## src/rtl/mer_pkg.sv

```systemverilog
// Shared types and constants for the midpoint ellipse rasterizer.
package mer_pkg;

  localparam int DW  = 48;   // decision / product width
  localparam int SW  = 32;   // step_dx / step_dy width
  localparam int CW  = 12;   // center coordinate width
  localparam int PCW = 13;   // point coordinate width

  localparam logic OP_START = 1'b0;
  localparam logic OP_STEP  = 1'b1;

  typedef enum logic [1:0] {
    PH_IDLE = 2'd0,
    PH_R1   = 2'd1,
    PH_R2   = 2'd2
  } phase_t;

  typedef enum logic [3:0] {
    CS_IDLE,
    CS_MUL_AA,
    CS_MUL_BB,
    CS_MUL_BA,
    CS_INIT,
    CS_SETTLE,
    CS_ZERO,
    CS_SW_TT,
    CS_SW_BT,
    CS_SW_YY,
    CS_SW_AY,
    CS_SW_AB,
    CS_SW_FIN
  } ctl_state_t;

  typedef enum logic [3:0] {
    DP_NOP,
    DP_LOAD,
    DP_STEP,
    DP_MUL_AA,
    DP_MUL_BB,
    DP_MUL_BA,
    DP_INIT,
    DP_SW_TT,
    DP_SW_BT,
    DP_SW_YY,
    DP_SW_AY,
    DP_SW_AB,
    DP_SW_FIN
  } dp_op_t;

  typedef struct packed {
    dp_op_t op;
    logic   emit;
    logic   emit_zero;
  } cmd_t;

  typedef struct packed {
    phase_t phase;
    logic   switch_due;
    logic   final_set;
    logic   out_full;
  } stat_t;

endpackage

```

## src/rtl/mer_ctrl.sv

```systemverilog
// Sequencing state machine for the ellipse rasterizer.
module mer_ctrl import mer_pkg::*; (
  input  logic  clk,
  input  logic  rst_n,
  input  logic  in_valid,
  input  logic  in_op,
  output logic  in_stall,
  input  logic  out_stall,
  input  stat_t stat,
  output cmd_t  cmd
);

  ctl_state_t state_r, state_nxt;
  logic       out_free;

  assign out_free = !stat.out_full || !out_stall;

  always_ff @(posedge clk) begin
    if (!rst_n) begin
      state_r <= CS_IDLE;
    end else begin
      state_r <= state_nxt;
    end
  end

  // next state
  always_comb begin
    state_nxt = state_r;
    unique case (state_r)
      CS_IDLE: begin
        if (in_valid) begin
          if (in_op == OP_START) begin
            state_nxt = CS_MUL_AA;
          end else if (stat.phase != PH_IDLE) begin
            state_nxt = CS_SETTLE;
          end else begin
            state_nxt = CS_ZERO;
          end
        end
      end
      CS_MUL_AA: state_nxt = CS_MUL_BB;
      CS_MUL_BB: state_nxt = CS_MUL_BA;
      CS_MUL_BA: state_nxt = CS_INIT;
      CS_INIT:   state_nxt = CS_SETTLE;
      CS_SETTLE: begin
        if (stat.switch_due) begin
          state_nxt = CS_SW_TT;
        end else if (out_free) begin
          state_nxt = CS_IDLE;
        end
      end
      CS_ZERO: begin
        if (out_free) begin
          state_nxt = CS_IDLE;
        end
      end
      CS_SW_TT:  state_nxt = CS_SW_BT;
      CS_SW_BT:  state_nxt = CS_SW_YY;
      CS_SW_YY:  state_nxt = CS_SW_AY;
      CS_SW_AY:  state_nxt = CS_SW_AB;
      CS_SW_AB:  state_nxt = CS_SW_FIN;
      CS_SW_FIN: state_nxt = CS_SETTLE;
      default:   state_nxt = CS_IDLE;
    endcase
  end

  // outputs
  always_comb begin
    cmd.op        = DP_NOP;
    cmd.emit      = 1'b0;
    cmd.emit_zero = 1'b0;
    in_stall      = (state_r != CS_IDLE);
    unique case (state_r)
      CS_IDLE: begin
        if (in_valid) begin
          if (in_op == OP_START) begin
            cmd.op = DP_LOAD;
          end else if (stat.phase != PH_IDLE) begin
            cmd.op = DP_STEP;
          end
        end
      end
      CS_MUL_AA: cmd.op = DP_MUL_AA;
      CS_MUL_BB: cmd.op = DP_MUL_BB;
      CS_MUL_BA: cmd.op = DP_MUL_BA;
      CS_INIT:   cmd.op = DP_INIT;
      CS_SETTLE: cmd.emit = !stat.switch_due && out_free;
      CS_ZERO:   cmd.emit_zero = out_free;
      CS_SW_TT:  cmd.op = DP_SW_TT;
      CS_SW_BT:  cmd.op = DP_SW_BT;
      CS_SW_YY:  cmd.op = DP_SW_YY;
      CS_SW_AY:  cmd.op = DP_SW_AY;
      CS_SW_AB:  cmd.op = DP_SW_AB;
      CS_SW_FIN: cmd.op = DP_SW_FIN;
      default:   cmd.op = DP_NOP;
    endcase
  end

endmodule

```

## src/rtl/mer_dpath.sv

```systemverilog
// Datapath: ellipse state registers, shared multiplier and result register.
module mer_dpath import mer_pkg::*; #(
  parameter int RADIUS_BITS = 10
) (
  input  logic                   clk,
  input  logic                   rst_n,
  input  cmd_t                   cmd,
  output stat_t                  stat,
  input  logic [RADIUS_BITS-1:0] in_radius_x,
  input  logic [RADIUS_BITS-1:0] in_radius_y,
  input  logic [CW-1:0]          in_center_x,
  input  logic [CW-1:0]          in_center_y,
  input  logic                   out_stall,
  output logic                   out_valid,
  output logic                   out_valid_res,
  output logic [PCW-1:0]         out_px_right,
  output logic [PCW-1:0]         out_px_left,
  output logic [PCW-1:0]         out_py_top,
  output logic [PCW-1:0]         out_py_bottom,
  output logic                   out_last
);

  localparam int RB  = RADIUS_BITS;
  localparam int SQW = 2 * RB;
  localparam int MW  = 2 * RB + 2;
  localparam int XW  = (2 * MW > DW) ? 2 * MW : DW;

  // signed divide by four, rounding toward zero
  function automatic logic [DW-1:0] div4(input logic [DW-1:0] v);
    logic [DW-1:0] q;
    q = {v[DW-1], v[DW-1], v[DW-1:2]};
    return q + DW'(v[DW-1] && (v[1:0] != 2'b00));
  endfunction

  phase_t          phase_r, phase_nxt;
  logic            out_valid_r, out_valid_nxt;

  logic [RB-1:0]   rad_a_r, rad_a_nxt;
  logic [SQW-1:0]  a_sq_r, a_sq_nxt;
  logic [SQW-1:0]  b_sq_r, b_sq_nxt;
  logic [DW-1:0]   dec_r, dec_nxt;
  logic [SW-1:0]   dx_r, dx_nxt;
  logic [SW-1:0]   dy_r, dy_nxt;
  logic [RB-1:0]   cur_x_r, cur_x_nxt;
  logic [RB-1:0]   cur_y_r, cur_y_nxt;
  logic [CW-1:0]   org_x_r, org_x_nxt;
  logic [CW-1:0]   org_y_r, org_y_nxt;
  logic [DW-1:0]   mul_r;
  logic [DW-1:0]   acc_r, acc_nxt;

  logic            res_valid_r, res_valid_nxt;
  logic            res_last_r, res_last_nxt;
  logic [PCW-1:0]  px_r_r, px_r_nxt;
  logic [PCW-1:0]  px_l_r, px_l_nxt;
  logic [PCW-1:0]  py_t_r, py_t_nxt;
  logic [PCW-1:0]  py_b_r, py_b_nxt;

  logic [MW-1:0]   mul_a, mul_b;
  logic [XW-1:0]   prod;
  logic [SW-1:0]   twice_a2, twice_b2, dx_inc, dy_dec;
  logic [RB-1:0]   x_inc, y_dec, ym1;
  logic [RB:0]     t_odd;
  logic [DW-1:0]   mul_x4;
  logic [PCW-1:0]  ox13, oy13, cx13, cy13;
  logic            final_set;

  assign twice_a2  = SW'({a_sq_r, 1'b0});
  assign twice_b2  = SW'({b_sq_r, 1'b0});
  assign dx_inc    = dx_r + twice_b2;
  assign dy_dec    = dy_r - twice_a2;
  assign x_inc     = cur_x_r + RB'(1);
  assign y_dec     = cur_y_r - RB'(1);
  assign ym1       = (cur_y_r == '0) ? RB'(1) : y_dec;
  assign t_odd     = {cur_x_r, 1'b1};
  assign mul_x4    = {mul_r[DW-3:0], 2'b00};
  assign final_set = (phase_r == PH_R2) && (cur_y_r == '0);

  assign stat.phase      = phase_r;
  assign stat.switch_due = (phase_r == PH_R1) && !(dx_r < dy_r);
  assign stat.final_set  = final_set;
  assign stat.out_full   = out_valid_r;

  // shared multiplier operand select
  always_comb begin
    mul_a = '0;
    mul_b = '0;
    case (cmd.op)
      DP_MUL_AA: begin mul_a = MW'(rad_a_r);       mul_b = MW'(rad_a_r);       end
      DP_MUL_BB: begin mul_a = MW'(cur_y_r);       mul_b = MW'(cur_y_r);       end
      DP_MUL_BA: begin mul_a = MW'(cur_y_r);       mul_b = MW'(a_sq_r);        end
      DP_SW_TT:  begin mul_a = MW'(t_odd);         mul_b = MW'(t_odd);         end
      DP_SW_BT:  begin mul_a = MW'(b_sq_r);        mul_b = mul_r[MW-1:0];      end
      DP_SW_YY:  begin mul_a = MW'(ym1);           mul_b = MW'(ym1);           end
      DP_SW_AY:  begin mul_a = MW'(a_sq_r);        mul_b = mul_r[MW-1:0];      end
      DP_SW_AB:  begin mul_a = MW'(a_sq_r);        mul_b = MW'(b_sq_r);        end
      default:   begin mul_a = '0;                 mul_b = '0;                 end
    endcase
  end

  assign prod = XW'(mul_a) * XW'(mul_b);

  // ellipse state update
  always_comb begin
    phase_nxt = phase_r;
    rad_a_nxt = rad_a_r;
    a_sq_nxt  = a_sq_r;
    b_sq_nxt  = b_sq_r;
    dec_nxt   = dec_r;
    dx_nxt    = dx_r;
    dy_nxt    = dy_r;
    cur_x_nxt = cur_x_r;
    cur_y_nxt = cur_y_r;
    org_x_nxt = org_x_r;
    org_y_nxt = org_y_r;
    acc_nxt   = acc_r;
    case (cmd.op)
      DP_LOAD: begin
        rad_a_nxt = in_radius_x;
        cur_y_nxt = in_radius_y;
        cur_x_nxt = '0;
        dx_nxt    = '0;
        org_x_nxt = in_center_x;
        org_y_nxt = in_center_y;
        phase_nxt = PH_R1;
      end
      DP_MUL_BB: a_sq_nxt = mul_r[SQW-1:0];
      DP_MUL_BA: b_sq_nxt = mul_r[SQW-1:0];
      DP_INIT: begin
        dec_nxt = DW'(b_sq_r) - mul_r + DW'(a_sq_r >> 2);
        dy_nxt  = SW'({mul_r, 1'b0});
      end
      DP_STEP: begin
        if (phase_r == PH_R1) begin
          cur_x_nxt = x_inc;
          dx_nxt    = dx_inc;
          if (dec_r[DW-1]) begin
            dec_nxt = dec_r + DW'(b_sq_r) + DW'(dx_inc);
          end else begin
            cur_y_nxt = y_dec;
            dy_nxt    = dy_dec;
            dec_nxt   = dec_r + DW'(b_sq_r) + DW'(dx_inc) - DW'(dy_dec);
          end
        end else begin
          cur_y_nxt = y_dec;
          dy_nxt    = dy_dec;
          if (!dec_r[DW-1] && (dec_r != '0)) begin
            dec_nxt = dec_r + DW'(a_sq_r) - DW'(dy_dec);
          end else begin
            cur_x_nxt = x_inc;
            dx_nxt    = dx_inc;
            dec_nxt   = dec_r + DW'(a_sq_r) - DW'(dy_dec) + DW'(dx_inc);
          end
        end
      end
      DP_SW_YY:  acc_nxt = mul_r;
      DP_SW_AB:  acc_nxt = acc_r + mul_x4;
      DP_SW_FIN: begin
        dec_nxt   = div4(acc_r - mul_x4);
        phase_nxt = PH_R2;
      end
      default: ;
    endcase
    if (cmd.emit && final_set) begin
      phase_nxt = PH_IDLE;
    end
  end

  // result register
  assign ox13 = {org_x_r[CW-1], org_x_r};
  assign oy13 = {org_y_r[CW-1], org_y_r};
  assign cx13 = PCW'(cur_x_r);
  assign cy13 = PCW'(cur_y_r);

  always_comb begin
    out_valid_nxt = out_valid_r && out_stall;
    res_valid_nxt = res_valid_r;
    res_last_nxt  = res_last_r;
    px_r_nxt      = px_r_r;
    px_l_nxt      = px_l_r;
    py_t_nxt      = py_t_r;
    py_b_nxt      = py_b_r;
    if (cmd.emit) begin
      out_valid_nxt = 1'b1;
      res_valid_nxt = 1'b1;
      res_last_nxt  = final_set;
      px_r_nxt      = ox13 + cx13;
      px_l_nxt      = ox13 - cx13;
      py_t_nxt      = oy13 + cy13;
      py_b_nxt      = oy13 - cy13;
    end else if (cmd.emit_zero) begin
      out_valid_nxt = 1'b1;
      res_valid_nxt = 1'b0;
      res_last_nxt  = 1'b0;
      px_r_nxt      = '0;
      px_l_nxt      = '0;
      py_t_nxt      = '0;
      py_b_nxt      = '0;
    end
  end

  always_ff @(posedge clk) begin
    if (!rst_n) begin
      phase_r     <= PH_IDLE;
      out_valid_r <= 1'b0;
    end else begin
      phase_r     <= phase_nxt;
      out_valid_r <= out_valid_nxt;
    end
  end

  always_ff @(posedge clk) begin
    rad_a_r     <= rad_a_nxt;
    a_sq_r      <= a_sq_nxt;
    b_sq_r      <= b_sq_nxt;
    dec_r       <= dec_nxt;
    dx_r        <= dx_nxt;
    dy_r        <= dy_nxt;
    cur_x_r     <= cur_x_nxt;
    cur_y_r     <= cur_y_nxt;
    org_x_r     <= org_x_nxt;
    org_y_r     <= org_y_nxt;
    mul_r       <= prod[DW-1:0];
    acc_r       <= acc_nxt;
    res_valid_r <= res_valid_nxt;
    res_last_r  <= res_last_nxt;
    px_r_r      <= px_r_nxt;
    px_l_r      <= px_l_nxt;
    py_t_r      <= py_t_nxt;
    py_b_r      <= py_b_nxt;
  end

  assign out_valid     = out_valid_r;
  assign out_valid_res = res_valid_r;
  assign out_last      = res_last_r;
  assign out_px_right  = px_r_r;
  assign out_px_left   = px_l_r;
  assign out_py_top    = py_t_r;
  assign out_py_bottom = py_b_r;

endmodule

```

## src/rtl/midpoint_ellipse_rasterizer.sv

```systemverilog
// Midpoint ellipse rasterizer top level: controller, datapath and checks.
// Step request: accept, then a settle state writes the result register once out_* is free.
// Start request: accept, three multiplier states, one to form the decision, then settle.
// Region-1 to region-2 switch: a settle pass that spots it, then five
// dependent products and a final combine on the one multiplier.
// A result appears on out_* the cycle after settle; a new request is taken while it waits.
// Reset (rst_n low, synchronous) idles the controller, drops out_valid and sets phase idle.
module midpoint_ellipse_rasterizer import mer_pkg::*; #(
  parameter int RADIUS_BITS = 10
) (
  input  logic                   clk,
  input  logic                   rst_n,
  // request channel
  input  logic                   in_valid,
  output logic                   in_stall,
  input  logic                   in_op,
  input  logic [RADIUS_BITS-1:0] in_radius_x,
  input  logic [RADIUS_BITS-1:0] in_radius_y,
  input  logic signed [CW-1:0]   in_center_x,
  input  logic signed [CW-1:0]   in_center_y,
  // result channel
  output logic                   out_valid,
  input  logic                   out_stall,
  output logic                   out_valid_res,
  output logic signed [PCW-1:0]  out_px_right,
  output logic signed [PCW-1:0]  out_px_left,
  output logic signed [PCW-1:0]  out_py_top,
  output logic signed [PCW-1:0]  out_py_bottom,
  output logic                   out_last
);

  // Controller only steers; all arithmetic state lives in the datapath.
  cmd_t  cmd;
  stat_t stat;

  mer_ctrl u_ctrl (
    .clk       (clk),
    .rst_n     (rst_n),
    .in_valid  (in_valid),
    .in_op     (in_op),
    .in_stall  (in_stall),
    .out_stall (out_stall),
    .stat      (stat),
    .cmd       (cmd)
  );

  // Datapath: one shared multiplier with a registered product. Start builds
  // a^2, b^2 and b*a^2; the region switch builds the exact region-2 start
  // value from b^2*(2x+1)^2, a^2*(y-1)^2 and a^2*b^2, then divides by four
  // rounding toward zero. Ordinary steps are single wide adds.
  mer_dpath #(
    .RADIUS_BITS (RADIUS_BITS)
  ) u_dpath (
    .clk           (clk),
    .rst_n         (rst_n),
    .cmd           (cmd),
    .stat          (stat),
    .in_radius_x   (in_radius_x),
    .in_radius_y   (in_radius_y),
    .in_center_x   (in_center_x),
    .in_center_y   (in_center_y),
    .out_stall     (out_stall),
    .out_valid     (out_valid),
    .out_valid_res (out_valid_res),
    .out_px_right  (out_px_right),
    .out_px_left   (out_px_left),
    .out_py_top    (out_py_top),
    .out_py_bottom (out_py_bottom),
    .out_last      (out_last)
  );

  // Final point set always belongs to a live ellipse.
  a_last_valid: assert property (@(posedge clk) disable iff (!rst_n)
    out_valid && out_last |-> out_valid_res)
    else $error("last flagged on an idle-step result");

  // Idle-step result carries all-zero fields.
  a_idle_zero: assert property (@(posedge clk) disable iff (!rst_n)
    out_valid && !out_valid_res |-> (out_px_right == '0) && (out_px_left == '0) &&
      (out_py_top == '0) && (out_py_bottom == '0) && !out_last)
    else $error("idle-step result not cleared");

  // Emitting the final set returns the ellipse to idle.
  a_final_idle: assert property (@(posedge clk) disable iff (!rst_n)
    cmd.emit && stat.final_set |=> stat.phase == PH_IDLE)
    else $error("phase not idle after final point set");

  // Load and step commands only issue on an accepted request.
  a_cmd_accept: assert property (@(posedge clk) disable iff (!rst_n)
    (cmd.op == DP_LOAD) || (cmd.op == DP_STEP) |-> in_valid && !in_stall)
    else $error("datapath command without accepted request");

endmodule

```

## config.mk

```make
export PLATFORM = sky130hd
export DESIGN_NAME = midpoint_ellipse_rasterizer
export DESIGN_NICKNAME = d
export VERILOG_FILES = /design/src/rtl/mer_pkg.sv /design/src/rtl/mer_ctrl.sv /design/src/rtl/mer_dpath.sv /design/src/rtl/midpoint_ellipse_rasterizer.sv
export SDC_FILE = /design/constraint.sdc
export NUM_CORES = 2
export LEC_CHECK = 0
export BUFFER_PORTS_ARGS = -buffer_cell sky130_fd_sc_hd__clkbuf_2
export CELL_PAD_IN_SITES_DETAIL_PLACEMENT = 0
export CELL_PAD_IN_SITES_GLOBAL_PLACEMENT = 1
export CORE_AREA = 10 10 431 433
export DETAILED_ROUTE_END_ITERATION = 8
export DIE_AREA = 0 0 441 443
export GPL_ROUTABILITY_DRIVEN = 0
export PLACE_DENSITY = 0.61
export SETUP_SLACK_MARGIN = 0.2
export SYNTH_ARGS = -nofsm -noshare
export SYNTH_HDL_FRONTEND = slang
export SYNTH_HIERARCHICAL = 1
export SYNTH_SLANG_ARGS = --single-unit
```

## constraint.sdc

```tcl
create_clock -name clk -period 9.9 [get_ports clk]
set_clock_uncertainty 0.05 [all_clocks]
set_input_delay 0.99 -clock clk [delete_from_list [all_inputs] [get_ports clk]]
set_output_delay 0.99 -clock clk [all_outputs]
set_load 0.01 [all_outputs]
```

==> results.txt <==
For this design the top-level I/O count stands at 105. The share of layout cells above drive strength 1 works out to 9.905%. The sequential cell area in the final layout was 10,150 um^2. Global routing used 18.63% of the available tracks across all layers.

The H-tree was split into 2 levels. The number of buffer cells added on primary ports was 104. Leaving out fill and tap cells, the most frequent cells in the layout are 810 x inv_1, 655 x nand2_1, 587 x ha_1, 553 x nor2_1, 407 x fa_1. The run gives 0 as the number of failing hold endpoints at the final stage. The number of setup violations in the final report was 0. For this design, the slowest cell found on the critical path is or4_1. In this run the worst setup path begins at u_ctrl/state_r[0]. The period utilization is 95.32%. The filler cell count in the final layout came out at 18,710.

STA classifies the critical path startpoint as a flop. Across all hold checks on the routed design, the worst slack comes to 0.4163 ns. The length in cells of the worst reg-to-reg path came out at 41.

With fillers left out, the area of the finished cells amounts to 59,980 um^2. Across all register-to-register paths, the minimum setup slack is 0.46 ns. The area used by multi-input combinational logic is 39,190 um^2, and the transition time at the pin with the least slew margin is 1.262 ns.

STA puts the critical path data arrival time at 9.90 ns. The worst path in the final design needs a cycle of 9.437 ns, including I/O delays and setup. The floorplan has 155 rows. Along the worst path, the maximum fanout reaches 7.

The pin count of the biggest net entering global routing was 85; the DRC violation total after the first TritonRoute iteration was 3,778. Counting every net in the synthesized netlist gives 7,379. The total count of max-transition violations in the final report came out at 0.

The starting density of the core was 29.83%; the initial antenna violation count was 1. From bottom edge to top edge, the die measures 443 um. TritonCTS built the clock tree.

The flow ran to the end, and the final reports show no timing, DRC or antenna violations. The tree is rooted in a clkbuf_16. The leftover overflow at the end of global routing was 0. The maximum clock frequency is 106.0 MHz. The residual DRC count came out at 0. The CTS buffer count is 46, and the placed wire-length estimate after detailed placement is 158,600 um. The detailed-router iteration count before antenna repair was 8; the total via count in the routed design was 46,290.

The floorplan step defined a die boundary enclosing 195,400 um^2. A synthesized cell averages 8.349 um^2. Relative to the synthesized area, the layout overhead comes to 13.42%. The wire length of the first global-routing pass was 283,300 um; the hold buffer count at CTS was 0. The worst min-delay path endpoint was u_dpath/out_valid_res. The endpoint class of the critical path is a flop. The worst min-delay path class was flop to flop.

Setup repair after global routing could not meet its margin everywhere. The critical path in this run is classified as flop to flop. The per-cell routed wire length was 21.03 um. Across the run, the number of max-cap violations was 0. Leaving out fill and tap cells, the most frequent cell in the layout is inv_1. In the final timing run, aggregate negative setup slack is 0 ns. Endpoint of the worst-slack reg-to-reg timing path: u_dpath/mul_r[41].

The synthesized netlist occupies a cell area of 52,880 um^2. The core outline area came out at 177,300 um^2. The die is 441 um wide.

At the worst endpoint, the required time is 10.37 ns. The tools report the critical hold path startpoint as u_dpath/out_valid_res. In this run the remaining antenna-violating nets after routing total 0. The later pin in the worst-skew pair is clocked with a latency of 0.65 ns. The tree built by TritonCTS fans out to 355 sinks. Using the TritonRoute via totals, the vias-per-cell ratio works out to 5.160. In the final design database the tool counted 7,624 nets.

The cell count of the worst hold path is 1. The logs give 188,700 um for the wire length reported by the detailed router and 6,334 for the post-synthesis cell count. Yosys printed 6 warnings. Clock-pin slew was measured on the worst setup and hold paths at 0.06 ns. By instance count, the cell type seen most on the critical path is fa_1. The tools report the launch point of the worst reg-to-reg path as u_ctrl/state_r[0]. For the post-detailed-placement cell area, the log shows 57,900 um^2. The clock passes through at most 3 buffers.

The peak per-stage delay on the critical path came out at 0.57 ns. The logs give 45,900 for the via count of the first global-routing pass and 15.87% for the worst relative slew slack.
## layout make-up
type / instances / share of cell area [%]
Antenna cell: 2 / 0.008344
Clock buffer: 55 / 2.061
Clock inverter: 27 / 0.5736
Inverter: 812 / 5.088
Multi-Input combinational cell: 4936 / 65.33
Sequential cell: 355 / 16.92
Tap cell: 2355 / 4.912
Timing Repair Buffer: 428 / 5.108
## worst max-delay path, delay by kind of cell (launching register included)
kind | cells | cell delay [ns]
fa+ha+maj | 8 | 3.32
simple gates | 12 | 1.93
xor+xnor | 1 | 0.17
compound gates | 10 | 2.26
buf+inv | 10 | 1.17
flops | 1 | 0.36
## per-layer routing
| metal | up-vias | global-route usage (%) | wire, um |
|---|---|---|---|
| met3 | 153 | 1.936 | 10780 |
| met1 | 22670 | 27.70 | 92180 |
| met2 | 1252 | 29.12 | 82020 |
| met5 | - | 0 | 0 |
| li1 | 22210 | - | - |
| met4 | 0 | 3.355 | 3674 |
## worst max path at each step
stage / depth (start not counted) / end / slack [ns]
finish: 41 / u_dpath/mul_r[41] / 0.46
CTS: 38 / u_dpath/mul_r[41] / 0.20
floorplan: 35 / u_dpath/mul_r[41] / 0.30
global route: 36 / u_dpath/mul_r[41] / 0.06
global placement: 39 / u_dpath/mul_r[41] / -0.14
detailed placement: 38 / u_dpath/mul_r[41] / -0.32
## what timing repair did
action	4_1_cts	5_1_grt
gates cloned	0	1
buffers inserted	3	19
setup endpoints to repair	7	22
gates resized for setup	15	73
pin swaps	2	11
## flip-flops by register name, summed over array words and instances, names as in the netlist
register               count
u_dpath/a_sq_r            20
u_dpath/mul_r             44
u_dpath/out_valid          1
u_dpath/dec_r             48
u_dpath/out_px_left       13
u_ctrl/state_r             4
u_dpath/out_last           1
u_dpath/cur_x_r           10
u_dpath/phase_r            2
u_dpath/out_py_bottom     13
u_dpath/org_y_r           12
u_dpath/cur_y_r           10
u_dpath/dx_r              31
u_dpath/org_x_r           12
u_dpath/acc_r             48
u_dpath/b_sq_r            20
u_dpath/rad_a_r           10
u_dpath/out_px_right      12
u_dpath/out_py_top        12
u_dpath/dy_r              31
u_dpath/out_valid_res      1
## metrics by stage
| step | std cells | setup slack (ns) | util (%) |
|---|---|---|---|
| after floorplan | 6334 | 0.2993 | - |
| after global routing | 8968 | 0.05539 | 33.84 |
| after global placement | 8863 | -0.1399 | 32.66 |
| after detailed placement | 8863 | -0.3202 | 32.66 |
| final | 8970 | 0.4629 | 33.84 |
| after CTS | 8948 | 0.2032 | 33.60 |
Power is left out: the tool's default activity adds up to more than one toggle a clock period on the data nets, which glitch-free logic cannot reach.
